==> src/design/ppld_pkg.sv <==
package ppld_pkg;

    // pull applied to member pins
    typedef enum logic [1:0] {
        PH_FLOAT = 2'd0,
        PH_DOWN  = 2'd1,
        PH_UP    = 2'd2
    } phase_t;

    // per-pin verdict codes
    localparam logic [1:0] VERDICT_UNDEF   = 2'd0;
    localparam logic [1:0] VERDICT_OPEN    = 2'd1;
    localparam logic [1:0] VERDICT_SHORT_GND = 2'd2;
    localparam logic [1:0] VERDICT_SHORT_VCC = 2'd3;

    // configuration register indexes
    localparam int unsigned CFG_INDEX_W = 2;
    localparam logic [CFG_INDEX_W-1:0] CFG_ENABLE       = 2'd0;
    localparam logic [CFG_INDEX_W-1:0] CFG_SETTLE_TICKS = 2'd1;
    localparam logic [CFG_INDEX_W-1:0] CFG_PIN_MASK     = 2'd2;

    localparam int unsigned SETTLE_W  = 16;
    localparam int unsigned ELAPSED_W = 17;
    localparam int unsigned ROUNDS_W  = 16;

    localparam logic [ELAPSED_W-1:0] ELAPSED_MAX     = 17'h1FFFF;
    localparam logic [SETTLE_W-1:0]  SETTLE_RESET    = 16'd100;
    localparam logic [7:0]           PIN_MASK_RESET  = 8'hFF;

    // sequencer to lane control word
    typedef struct packed {
        logic capture_down;
        logic capture_up;
        logic classify;
    } ppld_ctl_t;

endpackage

==> src/design/ppld_lane.sv <==
module ppld_lane
    import ppld_pkg::*;
(
    input  logic       clk,
    input  logic       rst_n,
    input  logic       level,
    input  logic       member,
    input  ppld_ctl_t  ctl,
    output logic [1:0] verdict_next,
    output logic       changed
);

    logic       down_reg, down_next;
    logic       up_reg, up_next;
    logic [1:0] verdict_reg;
    logic [1:0] verdict_calc;

    always_comb
    begin
        down_next = (ctl.capture_down && member) ? level : down_reg;
        up_next   = (ctl.capture_up && member) ? level : up_reg;

        // high under pull-down wins, then low under pull-up
        if (down_next)
        begin
            verdict_calc = VERDICT_SHORT_VCC;
        end
        else if (!up_next)
        begin
            verdict_calc = VERDICT_SHORT_GND;
        end
        else
        begin
            verdict_calc = VERDICT_OPEN;
        end

        if (ctl.classify && member)
        begin
            verdict_next = verdict_calc;
            changed      = (verdict_calc != verdict_reg);
        end
        else
        begin
            verdict_next = verdict_reg;
            changed      = 1'b0;
        end
    end

    always_ff @(posedge clk or negedge rst_n)
    begin
        if (!rst_n)
        begin
            down_reg    <= 1'b0;
            up_reg      <= 1'b0;
            verdict_reg <= VERDICT_UNDEF;
        end
        else
        begin
            down_reg    <= down_next;
            up_reg      <= up_next;
            verdict_reg <= verdict_next;
        end
    end

endmodule

==> src/design/ppld_seq.sv <==
module ppld_seq
    import ppld_pkg::*;
(
    input  logic                clk,
    input  logic                rst_n,
    input  logic                go,
    input  logic [SETTLE_W-1:0] settle_ticks,
    output ppld_ctl_t           ctl,
    output phase_t              phase_next,
    output logic                switched,
    output logic [ROUNDS_W-1:0] rounds_next
);

    phase_t               phase_reg;
    logic [ELAPSED_W-1:0] elapsed_reg, elapsed_next;
    logic [ELAPSED_W-1:0] elapsed_inc;
    logic [ROUNDS_W-1:0]  rounds_reg;
    logic                 settled;

    always_comb
    begin
        elapsed_inc  = (elapsed_reg < ELAPSED_MAX) ? (elapsed_reg + 1'b1) : elapsed_reg;
        settled      = (elapsed_inc > {1'b0, settle_ticks});
        phase_next   = phase_reg;
        elapsed_next = elapsed_reg;
        rounds_next  = rounds_reg;
        switched     = 1'b0;
        ctl          = '0;

        if (go)
        begin
            elapsed_next = elapsed_inc;
            case (phase_reg)
                PH_FLOAT:
                begin
                    if (settled)
                    begin
                        phase_next   = PH_DOWN;
                        elapsed_next = '0;
                        switched     = 1'b1;
                    end
                end
                PH_DOWN:
                begin
                    if (settled)
                    begin
                        phase_next       = PH_UP;
                        elapsed_next     = '0;
                        switched         = 1'b1;
                        ctl.capture_down = 1'b1;
                    end
                end
                PH_UP:
                begin
                    if (settled)
                    begin
                        phase_next     = PH_FLOAT;
                        elapsed_next   = '0;
                        switched       = 1'b1;
                        ctl.capture_up = 1'b1;
                        ctl.classify   = 1'b1;
                        rounds_next    = rounds_reg + 1'b1;
                    end
                end
                default:
                begin
                    // illegal phase code: back to float, count kept
                    phase_next = PH_FLOAT;
                end
            endcase
        end
    end

    always_ff @(posedge clk or negedge rst_n)
    begin
        if (!rst_n)
        begin
            phase_reg   <= PH_FLOAT;
            elapsed_reg <= '0;
            rounds_reg  <= '0;
        end
        else
        begin
            phase_reg   <= phase_next;
            elapsed_reg <= elapsed_next;
            rounds_reg  <= rounds_next;
        end
    end

endmodule

==> src/design/pull_probe_load_detector.sv <==
// pull_probe_load_detector: open / short detection on a group of input pins.
// each input word is one millisecond tick carrying the sampled level of every
// pin. while enabled, the block steps the pull of member pins through float,
// pull-down and pull-up (pull_sel tells the pad logic what to drive). a
// phase ends on the tick where its tick count exceeds settle_ticks; the
// levels of member pins are captured when pull-down and pull-up end. leaving
// pull-up, every member pin is classified: high under pull-down is short to
// supply, else low under pull-up is short to ground, else open. one result
// word comes out for every tick word. throughput is one tick per clock while
// in_stall is low: one lane per pin does the capture and classification in
// parallel, a single sequencer keeps phase, tick count and round count, and
// the result of a tick is registered in a two-entry output buffer (output
// register plus skid register) that keeps ticks flowing while a result
// waits; in_stall rises only when both entries are full. configuration
// writes must be made while no result is outstanding.
module pull_probe_load_detector
    import ppld_pkg::*;
#(
    parameter int unsigned PINS = 8
)
(
    input  logic                   clk,
    input  logic                   rst_n,

    // configuration write port
    input  logic                   cfg_we,
    input  logic [CFG_INDEX_W-1:0] cfg_index,
    input  logic [((PINS > SETTLE_W) ? PINS : SETTLE_W)-1:0] cfg_data,

    // tick words
    input  logic                   in_valid,
    output logic                   in_stall,
    input  logic [PINS-1:0]        pin_levels,

    // result words
    output logic                   out_valid,
    input  logic                   out_stall,
    output logic [1:0]             pull_sel,
    output logic                   phase_switched,
    output logic                   verdict_valid,
    output logic [2*PINS-1:0]      pin_verdicts,
    output logic [PINS-1:0]        changed_mask,
    output logic [ROUNDS_W-1:0]    round_count
);

    // result word layout: pull, switched, valid, verdicts, changed, rounds
    localparam int unsigned RES_W = 2 + 1 + 1 + 2*PINS + PINS + ROUNDS_W;

    // configuration registers
    logic                enable_reg;
    logic [SETTLE_W-1:0] settle_reg;
    logic [PINS-1:0]     pin_mask_reg;

    // handshake
    logic in_fire;
    logic out_fire;
    logic go;

    // sequencer and lanes
    ppld_ctl_t           ctl;
    phase_t              phase_next;
    logic                switched;
    logic [ROUNDS_W-1:0] rounds_next;
    logic [2*PINS-1:0]   verdicts_next;
    logic [PINS-1:0]     changed;
    logic [RES_W-1:0]    result;

    // output buffer
    logic             out_valid_reg, out_valid_next;
    logic             skid_valid_reg, skid_valid_next;
    logic [RES_W-1:0] out_data_reg, out_data_next;
    logic [RES_W-1:0] skid_data_reg, skid_data_next;

    always_ff @(posedge clk or negedge rst_n)
    begin
        if (!rst_n)
        begin
            enable_reg   <= 1'b1;
            settle_reg   <= SETTLE_RESET;
            pin_mask_reg <= PINS'(PIN_MASK_RESET);
        end
        else if (cfg_we)
        begin
            case (cfg_index)
                CFG_ENABLE:       enable_reg   <= cfg_data[0];
                CFG_SETTLE_TICKS: settle_reg   <= cfg_data[SETTLE_W-1:0];
                CFG_PIN_MASK:     pin_mask_reg <= cfg_data[PINS-1:0];
                default:          ; // unknown index, write dropped
            endcase
        end
    end

    assign in_stall = skid_valid_reg;
    assign in_fire  = in_valid && !skid_valid_reg;
    assign out_fire = out_valid_reg && !out_stall;
    // a disabled block still answers every tick, with state frozen
    assign go       = in_fire && enable_reg;

    ppld_seq u_seq (
        .clk          (clk),
        .rst_n        (rst_n),
        .go           (go),
        .settle_ticks (settle_reg),
        .ctl          (ctl),
        .phase_next   (phase_next),
        .switched     (switched),
        .rounds_next  (rounds_next)
    );

    // one lane per pin
    for (genvar i = 0; i < PINS; i++)
    begin : g_lane
        ppld_lane u_lane (
            .clk          (clk),
            .rst_n        (rst_n),
            .level        (pin_levels[i]),
            .member       (pin_mask_reg[i]),
            .ctl          (ctl),
            .verdict_next (verdicts_next[2*i +: 2]),
            .changed      (changed[i])
        );
    end

    // merge lane and sequencer outputs into one result word
    assign result = {phase_next, switched, ctl.classify, verdicts_next, changed, rounds_next};

    always_comb
    begin
        out_valid_next  = out_valid_reg;
        out_data_next   = out_data_reg;
        skid_valid_next = skid_valid_reg;
        skid_data_next  = skid_data_reg;

        if (out_fire || !out_valid_reg)
        begin
            // output slot free: skid first, else the fresh result
            if (skid_valid_reg)
            begin
                out_data_next   = skid_data_reg;
                out_valid_next  = 1'b1;
                skid_valid_next = 1'b0;
            end
            else
            begin
                out_data_next  = result;
                out_valid_next = in_fire;
            end
        end
        else if (in_fire)
        begin
            // output held, park the new result
            skid_data_next  = result;
            skid_valid_next = 1'b1;
        end
    end

    always_ff @(posedge clk or negedge rst_n)
    begin
        if (!rst_n)
        begin
            out_valid_reg  <= 1'b0;
            skid_valid_reg <= 1'b0;
        end
        else
        begin
            out_valid_reg  <= out_valid_next;
            skid_valid_reg <= skid_valid_next;
        end
    end

    always_ff @(posedge clk)
    begin
        out_data_reg  <= out_data_next;
        skid_data_reg <= skid_data_next;
    end

    assign out_valid = out_valid_reg;
    assign {pull_sel, phase_switched, verdict_valid, pin_verdicts, changed_mask,
            round_count} = out_data_reg;

endmodule

==> config.mk <==
export PLATFORM = sky130hd
export DESIGN_NAME = pull_probe_load_detector
export DESIGN_NICKNAME = d
export VERILOG_FILES = /design/src/design/ppld_pkg.sv /design/src/design/ppld_lane.sv /design/src/design/ppld_seq.sv /design/src/design/pull_probe_load_detector.sv
export SDC_FILE = /design/constraint.sdc
export NUM_CORES = 1
export LEC_CHECK = 0
export BUFFER_PORTS_ARGS = -buffer_cell sky130_fd_sc_hd__buf_2
export CORE_MARGIN = 1
export CORE_UTILIZATION = 51
export DETAILED_ROUTE_END_ITERATION = 12
export PLACE_DENSITY = 0.8
export SLEW_MARGIN = 15
export SYNTH_ARGS = -nofsm -noshare
export SYNTH_HDL_FRONTEND = slang
export SYNTH_HIERARCHICAL = 1
export SYNTH_SLANG_ARGS = --single-unit
==> constraint.sdc <==
create_clock -name clk -period 14.61 [get_ports clk]
set_input_delay 1.461 -clock clk [delete_from_list [all_inputs] [get_ports clk]]
set_output_delay 1.461 -clock clk [all_outputs]
set_load 0.005 [all_outputs]
==> results of run 1 <==
==> area by class of cell <==
type / count / area (sq um)
Clock buffer: 19 / 433
Clock inverter: 13 / 196
Fill cell: 1275 / 6380
Inverter: 40 / 150
Multi-Input combinational cell: 382 / 3130
Sequential cell: 182 / 5010
Tap cell: 216 / 270
Timing Repair Buffer: 82 / 428
==> cell usage in the layout (no fill, tap or decap), types with 4 or more instances in the layout <==
cell,synthesis,final
a21o_1,4,4
a21oi_1,26,26
a41oi_1,16,16
and3_1,10,9
and4b_1,9,9
and4bb_1,8,8
buf_2,3,75
buf_4,5,7
bufinv_16,0,4
clkbuf_16,0,17
clkinvlp_4,0,4
dfrtp_1,82,81
dfstp_2,12,12
edfxtp_1,88,88
ha_1,18,18
inv_1,40,40
mux2_2,61,61
mux2_4,10,10
mux2i_1,13,13
mux2i_2,8,8
nand2_1,41,40
nand2_2,8,9
nand3_1,20,20
nand4_1,9,9
nor2_1,15,15
nor3_1,13,13
nor3_2,8,8
nor4_1,4,4
o211ai_1,8,8
o21ai_0,8,8
o22ai_1,7,7
xnor2_1,11,11
xor2_1,16,16
==> stage by stage <==
stage / instance area [sq um] / worst slack (ns) / hold slack [ns] / std cells / utilization
floorplan: 8390 / 8.29 / 0.445 / 622 / -
global placement: 8990 / 9.88 / 0.467 / 902 / 0.562
detailed placement: 8990 / 9.57 / 0.470 / 902 / 0.562
CTS: 9620 / 9.49 / 0.481 / 934 / 0.601
global route: 9620 / 9.01 / 0.484 / 934 / 0.601
finish: 9620 / 9.48 / 0.473 / 934 / 0.601
==> where the power goes <==
group	total [W]	switching [W]	internal, W
Combinational	0.000237	0.000132	0.000106
Sequential	0.000682	0.0000554	0.000626
Clock	0.000484	0.000195	0.000289
==> final timing paths <==
kind                                              startpoint                                        end  cells after the start  slack (ns)
min reg2reg                   u_seq/rounds_reg[15]$_DFF_PN0_             u_seq/rounds_reg[15]$_DFF_PN0_                      1        0.47
max                        u_seq/elapsed_reg[12]$_DFFE_PN0P_                 out_data_reg[25]$_DFFE_PP_                     17        9.48
min in group asynchronous                              rst_n  g_lane[3].u_lane/verdict_reg[1]$_DFF_PN0_                      1        1.02
max in group asynchronous                              rst_n                       in_stall$_DFFE_PN0P_                      2       12.44
min                           u_seq/rounds_reg[15]$_DFF_PN0_             u_seq/rounds_reg[15]$_DFF_PN0_                      1        0.47
max reg2reg                u_seq/elapsed_reg[12]$_DFFE_PN0P_                 out_data_reg[25]$_DFFE_PP_                     17        9.48
==> worst max-delay path: stages, from the launching register on <==
cell	delay, ns
dfrtp_1	0.47
and4_1	0.28
and3_1	0.26
nand4_1	0.14
and2_1	0.23
and3_1	0.23
xor2_1	0.15
ha_1	0.28
nand4_1	0.14
nor3_1	0.23
o311ai_0	0.20
nand3_1	0.28
and3_2	0.92
nand2_2	0.13
mux2i_2	0.32
inv_1	0.13
a41oi_1	0.39
mux2_2	0.23
==> kinds of logic after synthesis <==
kind of cell,after synthesis
DFF,182
and+or+nand+nor,169
muxes,92
AOI/OAI and AO/OA,76
buffers and inverters,58
xor gates and xnor gates,27
adders and majority gates,18
==> layer usage <==
layer  share of wire  track usage  wire, microns
met4           0.015       0.0787            254
met2            0.51        0.348           8440
met5               0            0              0
met3           0.040       0.0406            653
met1            0.43        0.261           7080
==> results.py, run 1 <==
metrics = {
    "run_status": {
        "outcome": "complete, no violations",
    },
    "hold_path": {
        "hp-class": "flop to flop",
    },
    "floorplan": {
        "dieHeight_microns": 130,
        "core_area_sq_mm": 0.0160,
        "die_w_microns": 130,
        "start_util": 0.525,
        "rows": 46,
        "num_io_pins": 77,
        "fp.dieArea_sq_mm": 0.0170,
    },
    "power": {
        "peakVddDrop_mv": 0.0950,
        "power_w": 0.00140,
        "p_per_area_mw_per_mm2": 146,
        "p_leak_nw": 4.36,
    },
    "place": {
        "dpl.hpwl_mm": 10.6,
        "numPortBuffers": 76,
        "gp_congestion": 0.850,
    },
    "logic_synthesis": {
        "ys_top_cells_by_area": "edfxtp_1, dfrtp_1, mux2_2",
        "synthXorXnorAreaFrac": 0.0282,
        "synth_enable_flop_cells": 88,
        "synthMuxAreaShare": 0.128,
        "synthArstFlopShare": 0.516,
        "synth_cells": 622,
        "yosysSeqAreaShare": 0.597,
        "yosys.area.top_type": "edfxtp_1",
        "synth_area_sq_mm": 0.00839,
        "synth_common_cells": "edfxtp_1, dfrtp_1, mux2_2, nand2_1, inv_1",
        "synth_compound_area_frac": 0.0595,
        "ys.flop_type": "edfxtp_1",
        "synth_adder_area_share": 0.0268,
        "synthesis.nets": 671,
        "yosys.area_share.simple": 0.129,
        "synth_top_family_by_area": "simple AND/OR/NAND/NOR gates",
        "syn_avg_cell_area_sq_um": 13.5,
        "yosysUniqueCellTypes": 54,
        "synth_top_cell_area_share": 0.315,
        "yosys_warnings": 6,
        "yosysMostFrequentCell": "edfxtp_1",
        "ys_ff_latch": 182,
    },
    "sta": {
        "grt_setup_unrepaired": "no",
        "finalCriticalPeriod_ns": 5.13,
        "finalCritPeriodShare": 0.351,
        "slew_violations": 0,
        "hold_viol_final": 0,
        "tns_ns": 0,
        "fin_skew_ns": 0.0150,
        "maxSlewHeadroom": 0.311,
        "setup_viol": 0,
        "fmax_ghz": 0.195,
        "tightest_slew_ns": 1.03,
    },
    "cts": {
        "clk_latency_ns": 0.43,
        "ctsHoldBuffers": 0,
        "htree_levels": 4,
        "numCtsBuffers": 17,
        "cts_tree": "done",
        "cts_resized": 0,
        "path_clk_slew_ns": 0.06,
        "clock_sinks": 182,
        "cts_max_path_buffers": 2,
        "post_cts_buffers": 0,
        "cts_root_buf": "clkbuf_16",
    },
    "global_routing": {
        "grt_overflow": 0,
        "grt_pass1_vias": 5299,
        "grt_usage": 0.205,
        "antenna_found_initial": 0,
        "grt_first_pass_wirelength_mm": 26.4,
        "grt_max_degree": 53,
    },
    "drt": {
        "wl_per_cell_microns": 17.6,
        "vias": 5329,
        "drt-total-wl_mm": 16.4,
        "drc": 0,
        "vias_per_cell": 5.71,
        "ant_nets": 0,
        "drt_pass1_iterations": 5,
        "drtIter0Drc": 510,
    },
    "run": {
        "max_cap_viol_count": 0,
    },
    "cells_and_area": {
        "drive_above_1_share": 0.330,
        "antennaDiodeCount": 0,
        "synthToLayoutAreaGrowth_pct": 14.5,
        "fin_nets": 754,
    },
    "worst_setup_path": {
        "crit_path_max_fanout": 52,
        "arrival_ns": 5.43,
        "crit_required_ns": 14.91,
        "end_kind": "flop",
        "start_kind": "flop",
        "crit_type": "flop to flop",
    },
}
Note: power is estimated with default switching activity, not from simulation.
==> run 2: changes to the inputs <==
--- a/config.mk
+++ b/config.mk
@@ -9,7 +9,7 @@
 export CORE_MARGIN = 1
 export CORE_UTILIZATION = 51
 export DETAILED_ROUTE_END_ITERATION = 12
-export PLACE_DENSITY = 0.8
+export PLACE_DENSITY = 0.83
 export SLEW_MARGIN = 15
 export SYNTH_ARGS = -nofsm -noshare
 export SYNTH_HDL_FRONTEND = slang
==> constraint.sdc (replaced) <==
create_clock -name clk -period 4.3 [get_ports clk]
set_input_delay 0.43 -clock clk [delete_from_list [all_inputs] [get_ports clk]]
set_output_delay 0.43 -clock clk [all_outputs]
set_load 0.005 [all_outputs]
==> results.py, run 2 (same netlist as run 1, synthesis figures left out) <==
metrics = {
    "place": {
        "dpl_cell_area_sq_mm": 0.00927,
        "gp_congestion": 0.826,
        "placed_cells": 939,
        "numPortBuffers": 76,
        "dpl.hpwl_mm": 11.2,
    },
    "sta": {
        "fin_skew_ns": 0.0101,
        "whs_ns": 0.107,
        "setup_viol": 0,
        "finalCriticalPeriod_ns": 4.22,
        "finalCritPeriodShare": 0.981,
        "fmax_ghz": 0.237,
        "slew_violations": 0,
        "tightest_slew_ns": 0.924,
        "hold_viol_final": 0,
        "maxSlewHeadroom": 0.384,
    },
    "worst_setup_path": {
        "crit_type": "flop to flop",
        "max_stage_delay_ns": 0.39,
        "worstReg2RegStart": "u_seq/elapsed_reg[4]$_DFFE_PN0P_",
        "end_kind": "flop",
        "crit_slowest_cell": "dfrtp_1",
        "r2r_slack_ns": 0.08,
        "crit_required_ns": 4.48,
        "arrival_ns": 4.40,
        "r2r_end": "out_data_reg[22]$_DFFE_PP_",
        "crit_path_max_fanout": 9,
        "crit_family": "simple AND/OR/NAND/NOR gates",
        "path_common_cell": "nand4_1",
        "start_kind": "flop",
        "reg2regPathDepth": 19,
        "crit_path_cell_trace": "and4_4 > and3_2 > nand4_1 > and2_4 > and3_1 > xor2_1 > ha_1 > nand4_1 > nor2_1 > nand3_1 > o311ai_2 > nand3_2 > buf_6 > and3_4 > nand2_2 > mux2i_4 > and4b_1 > nor3_2 > mux2_2",
        "crit_buf_inv": 1,
    },
    "cts": {
        "cts_max_path_buffers": 2,
        "cts_root_buf": "clkbuf_16",
        "ctsHoldBuffers": 0,
        "clock_sinks": 182,
        "htree_levels": 4,
        "path_clk_slew_ns": 0.07,
        "numCtsBuffers": 17,
        "clk_latency_ns": 0.43,
        "cts_tree": "done",
    },
    "drt": {
        "vias": 5638,
        "vias_per_cell": 5.76,
        "wl_per_cell_microns": 18.2,
        "ant_nets": 0,
        "drtIter0Drc": 490,
        "drc": 0,
        "drt-total-wl_mm": 17.8,
        "drt_pass1_iterations": 6,
    },
    "run": {
        "max_cap_viol_count": 0,
    },
    "cells_and_area": {
        "layout_commonest_cell": "edfxtp_1",
        "drive_above_1_share": 0.389,
        "area.sequential_sq_mm": 0.00501,
        "design_area_sq_mm": 0.0100,
        "antennaDiodeCount": 0,
        "stdcell_count": 979,
        "mostFrequentLayoutCells": "edfxtp_1, dfrtp_1, buf_2, mux2_2, buf_4",
        "multiInputGateArea_sq_mm": 0.00326,
        "fillers": 1203,
        "synthToLayoutAreaGrowth_pct": 19.4,
        "fin_util": 0.626,
        "fin_nets": 799,
    },
    "floorplan": {
        "rows": 46,
        "core_area_sq_mm": 0.0160,
        "dieHeight_microns": 130,
        "die_w_microns": 130,
        "fp.dieArea_sq_mm": 0.0170,
        "num_io_pins": 77,
        "start_util": 0.525,
    },
    "global_routing": {
        "antenna_found_initial": 0,
        "grt_max_degree": 72,
        "grt_pass1_vias": 5605,
        "grt_usage": 0.211,
        "grt_first_pass_wirelength_mm": 27.3,
        "grt_overflow": 0,
    },
    "power": {
        "power_w": 0.00484,
        "p_per_area_mw_per_mm2": 483,
        "p_leak_nw": 4.60,
        "peakVddDrop_mv": 0.333,
    },
    "run_status": {
        "outcome": "complete, no violations",
    },
    "hold_path": {
        "hp-class": "input pin to asynchronous set/reset pin",
    },
}
-- run 2: what timing repair did --
item,CTS,global route
gates resized for setup,4,20
pin swaps,0,4
buffers inserted,0,5
gates cloned,0,3
hold endpoints to repair,0,0
endpoints found under the setup margin,13,66
-- run 2: cell type report --
cell class	count	share of cell area
clock buffer	18	0.0428
clock inverter	14	0.0150
inverter	40	0.0150
multi-input combinational	385	0.326
sequential	182	0.500
tap	216	0.0270
timing repair buffer	124	0.0745
-- run 2: worst max-delay path by stage --
stage	startpoint	to	slack, ns	depth (start not counted)
CTS	u_seq/elapsed_reg[4]$_DFFE_PN0P_	out_data_reg[22]$_DFFE_PP_	0.01	18
global route	u_seq/elapsed_reg[1]$_DFFE_PN0P_	out_data_reg[29]$_DFFE_PP_	-0.11	18
finish	u_seq/elapsed_reg[4]$_DFFE_PN0P_	out_data_reg[22]$_DFFE_PP_	0.08	19
floorplan	u_seq/elapsed_reg[12]$_DFFE_PN0P_	out_data_reg[16]$_DFFE_PP_	0.07	20
global placement	u_seq/elapsed_reg[15]$_DFFE_PN0P_	out_data_reg[22]$_DFFE_PP_	0.16	17
detailed placement	u_seq/elapsed_reg[15]$_DFFE_PN0P_	out_data_reg[29]$_DFFE_PP_	-0.05	17
-- run 2: worst register-to-register path, delay by kind of cell, from the launching register on --
family / cells / cell delay [ns]
and+or+nand+nor: 13 / 2.33
muxes: 2 / 0.53
DFF: 1 / 0.39
adders and majority gates: 1 / 0.27
buffers and inverters: 1 / 0.18
xor gates and xnor gates: 1 / 0.15
AOI/OAI and AO/OA: 1 / 0.13
-- run 2: layer usage --
layer  part of all wire  GRT usage  up-vias  wire (microns)
met3              0.044     0.0459       35             784
met2               0.50      0.347      212            8920
met1               0.43      0.269     2816            7640
met5                  0          0        -               0
li1                   -          -     2575               -
met4              0.025     0.0944        0             451
-- run 2: stage by stage --
step / setup slack [ns] / TNS [ns]
floorplan: 0.0668 / 0
global placement: 0.163 / 0
detailed placement: -0.0545 / -0.152
CTS: 0.0125 / 0
global route: -0.111 / -1.55
finish: 0.0802 / 0
-- run 2: power by group --
group	internal (W)	switching, W
logic	0.000461	0.000526
registers	0.00213	0.000194
clock network	0.000863	0.000667
total	0.00345	0.00139
